===== config.mk =====
export PLATFORM = sky130hd
export DESIGN_NAME = bti_ram
export DESIGN_NICKNAME = d
export VERILOG_FILES = /design/src/sv/bti_ram.sv
export SDC_FILE = /design/constraint.sdc
export NUM_CORES = 2
export LEC_CHECK = 0
export BUFFER_PORTS_ARGS = -buffer_cell sky130_fd_sc_hd__buf_2
export CAP_MARGIN = 25
export CORE_MARGIN = 2
export CORE_UTILIZATION = 50
export CTS_CLUSTER_DIAMETER = 150
export DETAILED_ROUTE_END_ITERATION = 12
export PLACE_DENSITY = 0.75
export SYNTH_ARGS = -nofsm -noshare
export SYNTH_HDL_FRONTEND = slang
export SYNTH_SLANG_ARGS = --single-unit

===== constraint.sdc =====
create_clock -name clk -period 10.5 [get_ports clk]
set_input_delay 0.525 -clock clk [delete_from_list [all_inputs] [get_ports clk]]
set_output_delay 0.525 -clock clk [all_outputs]
set_load 0.01 [all_outputs]

===== src/sv/bti_ram.sv =====
// generic simple dual port ram with registered read
`timescale 1ns / 1ps
module bti_ram #(
  parameter int WIDTH = 32,
  parameter int DEPTH = 64
) (
  input  logic                     clk,
  input  logic                     we,
  input  logic [$clog2(DEPTH)-1:0] waddr,
  input  logic [WIDTH-1:0]         wdata,
  input  logic [$clog2(DEPTH)-1:0] raddr,
  output logic [WIDTH-1:0]         rdata
);

  logic [WIDTH-1:0] mem [DEPTH];

  // write port and registered read port
  always_ff @(posedge clk) begin
    if (we) begin
      mem[waddr] <= wdata;
    end
    rdata <= mem[raddr];
  end

endmodule


After elaboration in Yosys (flattened, before gate mapping)

Memories as Yosys holds them, arrays and structs flattened. A register that Yosys moved wholly into a read port is not among the register bits.
Cells that the tools add are included.

Input port bits: 46
Flip-flop bits (word level): 0
ROM bits: 0
Output and inout bits: 32
Bits in latches: 0
Word-level logic and storage cells: 3
Memories: 1
Bits in writable memories: 2048

$lt $le $gt $ge: 0
Mux-type cells: 2
Eq/ne operators: 0
$add $sub $neg: 0
Bitwise gates (word level): 0
Multipliers: 0
Reduce and logical (&&, ||, !) cells: 0
Divide/modulo/power cells: 0
Shift operators: 0

Memories:

| name | words | width | read ports | clocked after Yosys merged registers in | wr ports | RTL line | source |
|---|---|---|---|---|---|---|---|
| mem  | 64    | 32    | 1          | 1                                       | 1        | 15       | `logic [WIDTH-1:0] mem [DEPTH];` |

Operator list:

| kind    | count |
|---|---|
| $mux W1 | 2 |

Logic depth before layout (Yosys ltp)

Depth in word-level cells: 2
Gate-level depth with buffers: 10
Mapped depth without buffers: 5

Least setup slack after synthesis

Ideal clock, no wire load.

Path type: input -> register
Start: in waddr[3]
End: mem mem[48][0] (enable)
Path slack: 6815 ps
Required time: 10039 ps
Data arrival time: 3224 ps
Library setup time: 461 ps
Path buffers: 1
Stages on the path: 4
Cells stage by stage: clkbuf_1 -> nor2b_1 -> nand4b_1 -> nor3_1

RTL lines:

| item            | RTL line | source |
|---|---|---|
| start, declared | 9        | `input logic [$clog2(DEPTH)-1:0] waddr,` |
| end, declared   | 15       |  |

No word-level cell before the write port.

==> results_dict.tcl <==
set metrics [dict create \
    synth_fa_ha_area_share_pct 0 \
    critPathSlowestCell "buf_4" \
    ys_warn_count 0 \
    cellPowerDensity_mw_per_mm2 189 \
    ys_types 34 \
    rsz0062_at_grt "no" \
    arrival_ns 4.21 \
    drt_iter0_drc 6113 \
    synth_xor_area_share_pct 0 \
    synth_compound_area_share_pct 1.67 \
    core_mm2 0.156 \
    r2r_slack_ns 8.20 \
    die-area_mm2 0.160 \
    gp_congestion 0.771 \
    cts_buffer_depth 3 \
    io_buffers 77 \
    synth_area_leaders "edfxtp_1 78%, mux4_2 16%, mux2i_1 1.2%" \
    drv_cap 0 \
    fin_crit_ns 3.55 \
    finalHoldViolCount 0 \
    die_height_um 400 \
    numCtsBuffers 194 \
    cp_cell_sequence "buf_8 -> buf_12 -> buf_4 -> mux4_2 -> mux4_2 -> o22ai_1 -> nor2_1" \
    synth_seq_cells 2080 \
    rows 145 \
    cts_resized 0 \
    fin_skew_ns 0.0301 \
    root_buffer "clkbuf_16" \
    grt_max_degree 115 \
    cts_tree "yes" \
    via_per_inst 6.55 \
    required_ns 11.16 \
    critPathMostFrequentCell "mux4_2" \
    final_util_pct 56.8 \
    via_count 37900 \
    overflow 0 \
    wl_per_cell_um 34.3 \
    vdd_drop_max_mv 0.157 \
    track_usage_pct 24.6 \
    cts.htree.levels 4 \
    end_kind "register" \
    yosysSeqAreaShare_pct 79.1 \
    grt_pass1_vias 37600 \
    path_class "in -> reg" \
    synth-simple-area-share_pct 1.27 \
    synth_top_family_by_area "multiplexers" \
    synthArstFlopShare_pct 0 \
    yosysTopAreaCellShare_pct 78.3 \
    nFillCells 10800 \
    final_max_slew_viol_count 0 \
    synth-main-ff-cell "edfxtp_1" \
    synth_common_cells "2,048 x edfxtp_1, 544 x mux4_2, 137 x nor2_1, 93 x mux2i_1, 84 x o22ai_1" \
    crit_path_max_fanout 106 \
    crit_path_start_kind "primary input" \
    pin_count 78 \
    power_leakage_nw 27.5 \
    area_delta_synth_final_pct 12.9 \
    layout_worst_path_cycle_share_pct 33.8 \
    layout-drive-gt1-share_pct 29.1 \
    antenna_found_initial 18 \
    nets 3596 \
    cts.sinks 2080 \
    dp_hpwl_mm 97.8 \
    grt_pass1_wl_mm 278 \
    clock_latency_ns 0.82 \
    synth_edf_count 2048 \
    synthCells 3324 \
    fin_setup_tns_ns 0 \
    fmax_mhz 282 \
    ant_nets 0 \
    synth_nets 3370 \
    cpPeakStageDelay_ns 0.85 \
    synth_mux_area_share_pct 16.8 \
    finalWirelength_mm 198 \
    setup_violations 0 \
    fp.dieW_um 400 \
    synth_area_mm2 0.0785 \
    worst_slew_pin_slew_ns 1.04 \
    drc_errors 0 \
    synth_top_area_cell "edfxtp_1" \
    hold_class "in -> reg" \
    initial_core_util_pct 50.3 \
    maxSlewHeadroom_pct 30.9 \
    first_pass_iters 6 \
    status "finished, final reports clean" \
    avgSynthCellArea_um2 23.6 \
    clkSlewWorstSetupHoldPaths_ns 0.06 \
    post-synth-top-count-cell "edfxtp_1" \
]
## layout by cell type, fill, tap and decap left out, types with 12 or more instances in the layout
cell type	Yosys	routed
nor2_1	137	74
clkinv_2	0	35
a22oi_1	12	12
buf_12	0	29
mux4_2	544	544
buf_2	57	73
buf_4	25	89
mux2i_1	93	93
o221ai_1	27	27
nand2_1	26	26
nor2_4	0	62
dfxtp_1	32	32
o22ai_1	84	84
a21oi_1	62	62
dlygate4sd3_1	0	12
edfxtp_1	2048	2048
clkinv_1	0	41
clkbuf_1	74	55
nor2b_1	15	14
clkbuf_16	0	199
## critical path, delay by kind of cell
| family | cells | cell delay (ns) |
|---|---|---|
| buf+inv | 3 | 2.03 |
| simple gates | 1 | 0.08 |
| compound gates | 1 | 0.16 |
| mux | 2 | 1.09 |
## metrics by stage
stage | worst slack [ns] | area [um2] | std cells | hold slack, ns | total power [mW]
CTS | 6.78 | 87800 | 5730 | 0.389 | 16.8
detailed placement | 5.93 | 81800 | 5369 | 0.698 | 10.2
global placement | 5.94 | 81800 | 5368 | 0.703 | 10.2
finish | 6.95 | 88600 | 5777 | 0.0244 | 16.7
floorplan | 6.82 | 78500 | 3324 | 0.624 | 9.84
global route | 6.59 | 88600 | 5773 | 0.0191 | 17.1
## flip-flops by register name, summed over array words and instances (netlist names)
register and cells:
mem 2048, rdata 32
## path summary, 6_finish.rpt
path,start,end,depth (start not counted)
setup / recovery,raddr[0],rdata[18],7
hold / removal,wdata[11],mem[43][11],1
setup reg to reg,mem[7][2],rdata[2],4
hold reg to reg,mem[12][17],rdata[17],4
## metal layers
metal	part of all wire, %	routed length, um	global-route usage (%)
met2	47	92500	37.3
met1	37	72800	34.6
met3	13	26000	7.08
met5	0.047	94	0
met4	3.4	6830	8.83
## repair_timing
action	CTS	global route
hold endpoints to repair	0	37
setup endpoints to repair	0	0
buffers inserted	0	0
hold buffers	0	12
## report_power, final
part	switching (mW)	internal [mW]
Sequential	0.0378	9.19
Clock	3.00	3.69
Combinational	0.506	0.321
Total	3.55	13.2
## area by class of cell
| cell class | count | area [um2] | share of cell area (%) |
|---|---|---|---|
| sequential | 2080 | 62100 | 70.1 |
| multi-input combinational | 1062 | 16000 | 18.0 |
| clock buffer | 259 | 5260 | 5.93 |
| tap | 2058 | 2570 | 2.91 |
| timing repair buffer | 212 | 1930 | 2.18 |
| clock inverter | 102 | 749 | 0.846 |
| antenna | 4 | 10.0 | 0.0113 |
## kinds of logic after synthesis
group | Yosys count
AO/OA/AOI/OAI | 202
buffers and inverters | 182
flip-flops | 2080
multiplexers | 637
AND/OR/NAND/NOR | 223
Note: power is estimated with default switching activity, not from simulation.
