$ cat src/sv/bti_pkg.sv
// shared types and constants for the bilinear table interpolator
`timescale 1ns / 1ps
package bti_pkg;

  // table size defaults
  localparam int MAX_X_POINTS_DEF = 64;
  localparam int MAX_Y_POINTS_DEF = 64;

  // field and register widths
  localparam int KIND_W  = 2;
  localparam int INDEX_W = 12;
  localparam int VALUE_W = 32;
  localparam int COUNT_W = 7;
  localparam int CFG_IDX_W = 1;
  localparam int PROD_W = 2 * VALUE_W;

  // item kinds
  localparam logic [KIND_W-1:0] KIND_WR_X   = 2'd0;
  localparam logic [KIND_W-1:0] KIND_WR_Y   = 2'd1;
  localparam logic [KIND_W-1:0] KIND_WR_GRID = 2'd2;
  localparam logic [KIND_W-1:0] KIND_QUERY  = 2'd3;

  // configuration register indexes
  localparam logic [CFG_IDX_W-1:0] REG_X_POINTS = 1'd0;
  localparam logic [CFG_IDX_W-1:0] REG_Y_POINTS = 1'd1;

  // input beat
  typedef struct packed {
    logic [KIND_W-1:0]         kind;
    logic [INDEX_W-1:0]        entry_index;
    logic signed [VALUE_W-1:0] entry_value;
    logic signed [VALUE_W-1:0] query_x;
    logic signed [VALUE_W-1:0] query_y;
  } req_t;

  // output beat
  typedef struct packed {
    logic signed [VALUE_W-1:0] result_value;
    logic                      in_range;
  } rsp_t;

  // operands of one linear step
  typedef struct packed {
    logic signed [VALUE_W-1:0] p1;
    logic signed [VALUE_W-1:0] p2;
    logic signed [VALUE_W-1:0] z1;
    logic signed [VALUE_W-1:0] z2;
    logic signed [VALUE_W-1:0] q;
  } lin_req_t;

endpackage

$ cat src/sv/bti_lin.sv
// linear step unit: z1 + (q - p1) * (z2 - z1) / (p2 - p1), one quotient bit per cycle
`timescale 1ns / 1ps
module bti_lin (
  input  logic                              clk,
  input  logic                              rst,
  input  logic                              start,
  input  bti_pkg::lin_req_t                 req,
  output logic                              done,
  output logic signed [bti_pkg::VALUE_W-1:0] res
);

  localparam int VW = bti_pkg::VALUE_W;
  localparam int PW = bti_pkg::PROD_W;
  localparam int CW = $clog2(PW);

  typedef enum logic [2:0] {L_IDLE, L_MUL, L_DIV, L_FIN} lstate_t;

  lstate_t               state;
  logic [VW-1:0]         mp;
  logic [VW-1:0]         mq;
  logic [VW-1:0]         mz;
  logic                  neg;
  logic [PW-1:0]         prod;
  logic [VW-1:0]         rem;
  logic [VW-1:0]         quo;
  logic [CW-1:0]         cnt;
  logic signed [VW-1:0]  z1;

  logic signed [VW:0] dp;
  logic signed [VW:0] dq;
  logic signed [VW:0] dz;
  logic signed [VW:0] dqc;
  logic [VW:0]        trial;
  logic               qbit;
  logic [VW+1:0]      sum;

  function automatic logic [VW-1:0] mag(input logic signed [VW:0] v);
    logic signed [VW:0] n;
    n = -v;
    return v[VW] ? n[VW-1:0] : v[VW-1:0];
  endfunction

  // differences and offset clamp
  always_comb begin
    dp = {req.p2[VW-1], req.p2} - {req.p1[VW-1], req.p1};
    dq = {req.q[VW-1], req.q} - {req.p1[VW-1], req.p1};
    dz = {req.z2[VW-1], req.z2} - {req.z1[VW-1], req.z1};
    if (!dp[VW]) begin
      if (dq[VW]) dqc = '0;
      else if (dq > dp) dqc = dp;
      else dqc = dq;
    end else begin
      if (!dq[VW]) dqc = '0;
      else if (dq < dp) dqc = dp;
      else dqc = dq;
    end
  end

  // restoring divide step
  always_comb begin
    trial = {rem, prod[PW-1]};
    qbit  = trial >= {1'b0, mp};
  end

  // final add or subtract
  always_comb begin
    if (neg) sum = {z1[VW-1], z1[VW-1], z1} - {2'b00, quo};
    else sum = {z1[VW-1], z1[VW-1], z1} + {2'b00, quo};
  end

  // sequencer
  always_ff @(posedge clk) begin
    if (rst) begin
      state <= L_IDLE;
      done  <= 1'b0;
    end else begin
      done <= (state == L_FIN);
      case (state)
        L_IDLE: begin
          if (start) begin
            mp  <= mag(dp);
            mq  <= mag(dqc);
            mz  <= mag(dz);
            neg <= (dqc[VW] ^ dz[VW]) ^ dp[VW];
            z1  <= req.z1;
            quo <= '0;
            if (req.p1 == req.p2) state <= L_FIN;
            else state <= L_MUL;
          end
        end
        L_MUL: begin
          prod  <= mq * mz;
          rem   <= '0;
          cnt   <= '0;
          state <= L_DIV;
        end
        L_DIV: begin
          if (qbit) rem <= VW'(trial - {1'b0, mp});
          else rem <= trial[VW-1:0];
          prod <= {prod[PW-2:0], 1'b0};
          quo  <= {quo[VW-2:0], qbit};
          cnt  <= cnt + CW'(1);
          if (cnt == CW'(PW - 1)) state <= L_FIN;
        end
        L_FIN: begin
          res   <= sum[VW-1:0];
          state <= L_IDLE;
        end
        default: state <= L_IDLE;
      endcase
    end
  end

endmodule

$ cat config.mk
export PLATFORM = sky130hd
export DESIGN_NAME = bti_lin
export DESIGN_NICKNAME = d
export VERILOG_FILES = /design/src/sv/bti_pkg.sv /design/src/sv/bti_lin.sv
export SDC_FILE = /design/constraint.sdc
export NUM_CORES = 2
export LEC_CHECK = 0
export BUFFER_PORTS_ARGS = -buffer_cell sky130_fd_sc_hd__buf_2
export CAP_MARGIN = 20
export CORE_MARGIN = 4
export CORE_UTILIZATION = 39
export DETAILED_ROUTE_END_ITERATION = 16
export PLACE_DENSITY = 0.51
export SETUP_SLACK_MARGIN = 0.4
export SYNTH_ARGS = -nofsm -noshare
export SYNTH_HDL_FRONTEND = slang
export SYNTH_SLANG_ARGS = --single-unit
$ cat constraint.sdc
create_clock -name clk -period 34.1 [get_ports clk]
set_clock_uncertainty 0.15 [all_clocks]
set_input_delay 5.115 -clock clk [delete_from_list [all_inputs] [get_ports clk]]
set_output_delay 5.115 -clock clk [all_outputs]
set_load 0.03 [all_outputs]
Yosys cells after proc, flatten, opt, wreduce, memory -nomap -nowiden
Index checks and enable logic that the tools add are counted.
{ "totals": {"register_bits": 299, "in_bits": 163, "output_inout_bits": 33, "wordCells": 63} }
{ "op_classes": {"add_sub_neg": 10, "n_mul": 1, "magnitude_cmp": 3, "eq_ne": 7, "mux": 19, "n_bitwise": 3, "n_reduce_logical": 8} }
{ "op_table": {"columns": ["op", "n"], "rows": [
  ["$mux W32", 9],
  ["$pmux W32 S2", 2],
  ["$pmux W64 S2", 1],
  ["$sub A32 B32 Y33", 3],
  ["$neg A32 Y32", 3],
  ["$mux W33", 2],
  ["$mul A32 B32 Y64", 1],
  ["$sub A32 B32 Y32", 2],
  ["$ge A33 B32 Y1", 1],
  ["$gt A33 B33 Y1", 1],
  ["$lt A33 B33 Y1", 1],
  ["$add A32 B32 Y32", 1],
  ["$eq A32 B32 Y1", 1],
  ["$pmux W6 S2", 1],
  ["$pmux W3 S3", 1],
  ["$add A6 B1 Y6 const B", 1],
  ["$eq A3 B2 Y1 const B", 2],
  ["$eq A6 B6 Y1 const B", 1],
  ["$mux W3", 2],
  ["$reduce_and A2 Y1", 3],
  ["$reduce_and A3 Y1", 2],
  ["$ne A2 B2 Y1 const B", 2],
  ["$reduce_bool A2 Y1", 2],
  ["$eq A3 B1 Y1 const B", 1],
  ["other kinds (4)", 5]
]} }

Depth between registers and ports, before layout
{ "depth": {"word_depth": 7, "ltp_mapped": 30} }

Worst setup path after synthesis
No wires, ideal clock.
{ "synth_path": {"kind": "input -> register", "startpoint": "input rst", "endpoint": "register mp[0], enable pin", "setup_time_ns": 0.800, "arrival_time_ns": 14.394, "setup_slack_ns": 18.756, "stages": 1, "n_path_buf": 0, "cell_sequence": "nor3b_1"} }
{ "synth_between": {"elab_chain_len": 2} }
{ "synth_rtl": {"columns": ["element", "line_no", "text"], "rows": [
  ["start: declaration", "bti_lin.sv:5", "input logic rst,"],
  ["$not A1 Y1 (no source line)", null, null],
  ["$reduce_and A3 Y1 (no source line)", null, null],
  ["end signal: assignment", "bti_lin.sv:81", "mp <= mag(dp);"],
  ["end: declaration", "bti_lin.sv:19", "logic [VW-1:0] mp;"]
]} }
No other way between the ends.
A chain may end at the register's enable or synchronous reset.

Worst setup path in the final report
{ "layout_path": {"startpoint": "input req[0] (netlist bit)", "endpoint": "register mq[22], data pin"} }
{ "layout_between": {"elab_chain_len": 7, "elab_cells_between_ends": 10, "cone_classes": "2 x add/sub; 2 x order compare; 6 x mux"} }
{ "layout_rtl": {"columns": ["element", "line_no", "text"], "rows": [
  ["start: declaration", "bti_lin.sv:7", "input bti_pkg::lin_req_t req,"],
  ["$sub A32 B32 Y33 *", "bti_lin.sv:46", "dq = {req.q[VW-1], req.q} - {req.p1[VW-1], req.p1};"],
  ["$gt A33 B33 Y1 or $lt A33 B33 Y1 (tied branches)", "bti_lin.sv:50, bti_lin.sv:54", null],
  ["$mux W32, on equally long branches", "bti_lin.sv:50, bti_lin.sv:54", null],
  ["$mux W32 or $mux W33 (tied branches)", "bti_lin.sv:49, bti_lin.sv:53", null],
  ["$mux W33 *", "bti_lin.sv:48", "if (!dp[VW]) begin"],
  ["net dqc[0]", "bti_lin.sv:32", "logic signed [VW:0] dqc;"],
  ["$neg A32 Y32 *", "bti_lin.sv:39", "n = -v;"],
  ["$mux W32 *", "bti_lin.sv:40", "return v[VW] ? n[VW-1:0] : v[VW-1:0];"],
  ["end signal: assignment", "bti_lin.sv:82", "mq <= mag(dqc);"],
  ["end: declaration", "bti_lin.sv:20", "logic [VW-1:0] mq;"]
]} }
The timed path passes the listed nets; every way through them passes the cells marked *.

==> metrics.md <==
| Metric | Value |
|---|---|
| Status | `finished clean` |
| Core Box Area | `144000 µm²` |
| Initial Util | `39.3%` |
| Slew @ Worst Pin | `1.01 ns` |
| Crit share post-route | `36.3%` |
| Req. time, crit path | `34.27 ns` |
| Mapped Cells | `6130` |
| Routed vias/inst | `5.27` |
| Clk root buf | `clkbuf_16` |
| Reg clk slew, reported paths | `0.06 ns` |
| Asr flop ratio synth | `0%` |
| Vias after detailed routing | `42700` |
| Worst setup EP type | `flop` |
| Number of buffers created by CTS | `41` |
| Clock net sink count | `298` |
| CP Data Arrival Time | `12.55 ns` |
| Share of cells above drive strength 1 | `6.89%` |
| Post-route ant nets | `0` |
| Syn nets | `7658` |
| Clk Latency, worst-skew pair | `0.60 ns` |
| First-pass GRT wire length | `264000 µm` |
| Most used DFF post-synth | `edfxtp_1` |
| Final core utilization | `42.4%` |
| Worst Hold Path EP | `prod[51]` |
| RePlAce Congestion | `0.852` |
| RSZ-0062 raised after global routing | `false` |
| Total gr overflow | `0` |
| Ys Warns | `0` |
| Most frequent cells in the layout | `inv_1 (1038), fa_1 (901), nand2_1 (683)` |
| Reg2Reg Depth | `28` |
| Total GRT Usage | `22.4%` |
| Number of H-tree levels | `2` |
| CP Launch Type | `input pin` |
| Reg2Reg Launch Point | `mq[22]` |
| DP HPWL | `125000 µm` |
| Hold Crit Class | `reg -> reg` |
| Pin count of the biggest net entering global routing | `89` |
| Seq cells post-synth | `298` |
| IO Port Bufs | `195` |
| Synth-to-Final Area Change | `7.83%` |
| Die footprint | `151000 µm²` |
| Antenna violations before repair | `4` |
| Crit path max fanout | `15` |
| Final Max Slew Viols | `0` |
| Slew margin rel. | `31.8%` |
| Min Tclk post-route | `12.38 ns` |
| Hold buffers post-CTS | `0` |
| Clock Path Buffers | `3` |
| Critical-path top delay cell | `o41ai_1` |
| Final setup vio count | `0` |
| Crit path top cell by count | `inv_1` |
| Count of different cell masters after synthesis | `103` |
| Hold wc startpoint | `prod[50]` |
| Chip Height | `389 µm` |
| DRC violations left | `0` |
| Chip Width | `389 µm` |
| Capture point of the worst reg-to-reg path | `prod[61]` |
| Syn avg cell area | `9.23 µm²` |
| Fin. Hold Viols | `0` |
| Max Fclk | `0.0808 GHz` |
| R2R setup slack | `24.61 ns` |
| Final #Nets | `7706` |
| Number of gates resized after CTS | `0` |
| First drt pass iteration count | `6` |
| Critical path class | `in -> reg` |
| CTS tree | `yes` |
| Register area share after synthesis | `15.8%` |
| Post-CTS setup repair buffer count | `0` |
| Mapped Area | `56600 µm²` |
| Cell Rows | `139` |
| Initial detailed-routing violation count | `2387` |
| Most common cell after layout, fill and taps aside | `inv_1` |
| Maxcap violations | `0` |
| Vias in the first global route | `45300` |
| Routed WL | `168000 µm` |
| Worst hold stages | `2` |
| Critical Path Max Stage Delay | `0.75 ns` |
| Fin Setup TNS | `0 ns` |
| # IOs | `196` |
| Wire length per cell | `20.6 µm` |
| EDFF count, synth | `295` |
==> kinds of logic after synthesis <==
group           after synthesis  share of synthesized area [%]
compound gates              924                           10.8
xor+xnor                    315                           4.88
fa+ha+maj                  1365                           42.1
buf+inv                    1316                           8.79
flops                       298                           15.8
mux                          20                          0.371
simple gates               1892                           17.3
==> synthesized netlist by cell type (13+ instances only) <==
cell / n / area, µm²
nor4_1: 13 / 81.3
and2_1: 679 / 4250
and3_1: 31 / 194
nand3_1: 60 / 300
nand2b_1: 29 / 181
o21a_1: 36 / 270
a22oi_1: 18 / 135
nand4_1: 29 / 181
nor2b_1: 43 / 269
nor3_1: 54 / 270
inv_1: 1038 / 3900
edfxtp_1: 295 / 8860
a31oi_1: 41 / 257
o21ai_0: 207 / 1040
ha_1: 464 / 5810
nor2_1: 165 / 619
o21bai_1: 29 / 218
o211ai_1: 19 / 143
clkbuf_1: 258 / 968
a21o_1: 121 / 908
o31ai_1: 27 / 203
fa_1: 901 / 18000
xor2_1: 97 / 850
or3_1: 27 / 169
nand2_1: 683 / 2560
or2_2: 16 / 100
a21oi_1: 227 / 1140
a211oi_1: 27 / 203
xnor2_1: 218 / 1910
==> worst max-delay path: cells and delay by family <==
family | cells | cell delay, ns
muxes | 1 | 0.55
AOI/OAI and AO/OA | 12 | 3.55
adders and majority gates | 4 | 1.13
buffers and inverters | 5 | 0.45
and+or+nand+nor | 5 | 1.31
xor gates and xnor gates | 2 | 0.43
==> layout make-up <==
class | instances | area, µm²
Multi-Input combinational cell | 4516 | 42700
Clock inverter | 29 | 319
Fill cell | 14400 | 82800
Tap cell | 1903 | 2380
Antenna cell | 3 | 7.51
Timing Repair Buffer | 279 | 1620
Sequential cell | 298 | 8920
Clock buffer | 47 | 1110
Inverter | 1042 | 3910
==> metrics by stage <==
step | cells | worst slack [ns] | cell area (µm²) | hold slack, ns
after floorplan | 6130 | 18.76 | 56600 | 0.324
after global placement | 8037 | 21.23 | 59600 | 0.353
after detailed placement | 8037 | 21.10 | 59600 | 0.362
after CTS | 8113 | 21.71 | 61000 | 0.370
after global routing | 8114 | 21.13 | 61000 | 0.385
final | 8117 | 21.72 | 61000 | 0.373
==> routing by layer <==
| metal | global-route usage (%) | part of all wire, % |
|---|---|---|
| met3 | 2.11 | 4.2 |
| met4 | 4.72 | 2.0 |
| met2 | 39.1 | 50 |
| met1 | 30.2 | 44 |
| met5 | 0 | 0 |
==> worst max path at each step <==
| stage | start | slack, ns | end | depth (start not counted) |
|---|---|---|---|---|
| after floorplan | rst | 18.76 | mp[0] | 1 |
| after global placement | req[0] | 21.23 | mq[22] | 29 |
| after detailed placement | req[0] | 21.10 | mq[22] | 29 |
| after CTS | req[0] | 21.71 | mq[22] | 29 |
| after global routing | req[0] | 21.13 | mq[22] | 29 |
| final | req[0] | 21.72 | mq[22] | 29 |
==> flip-flops by register name, summed over array words and instances (netlist names), 6 cells and up <==
register  count
mp           32
mq           32
z1           32
mz           32
quo          32
cnt           6
prod         64
res          32
rem          32
Power is left out: the tool's default activity adds up to more than one toggle a clock period on the data nets, which glitch-free logic cannot reach.
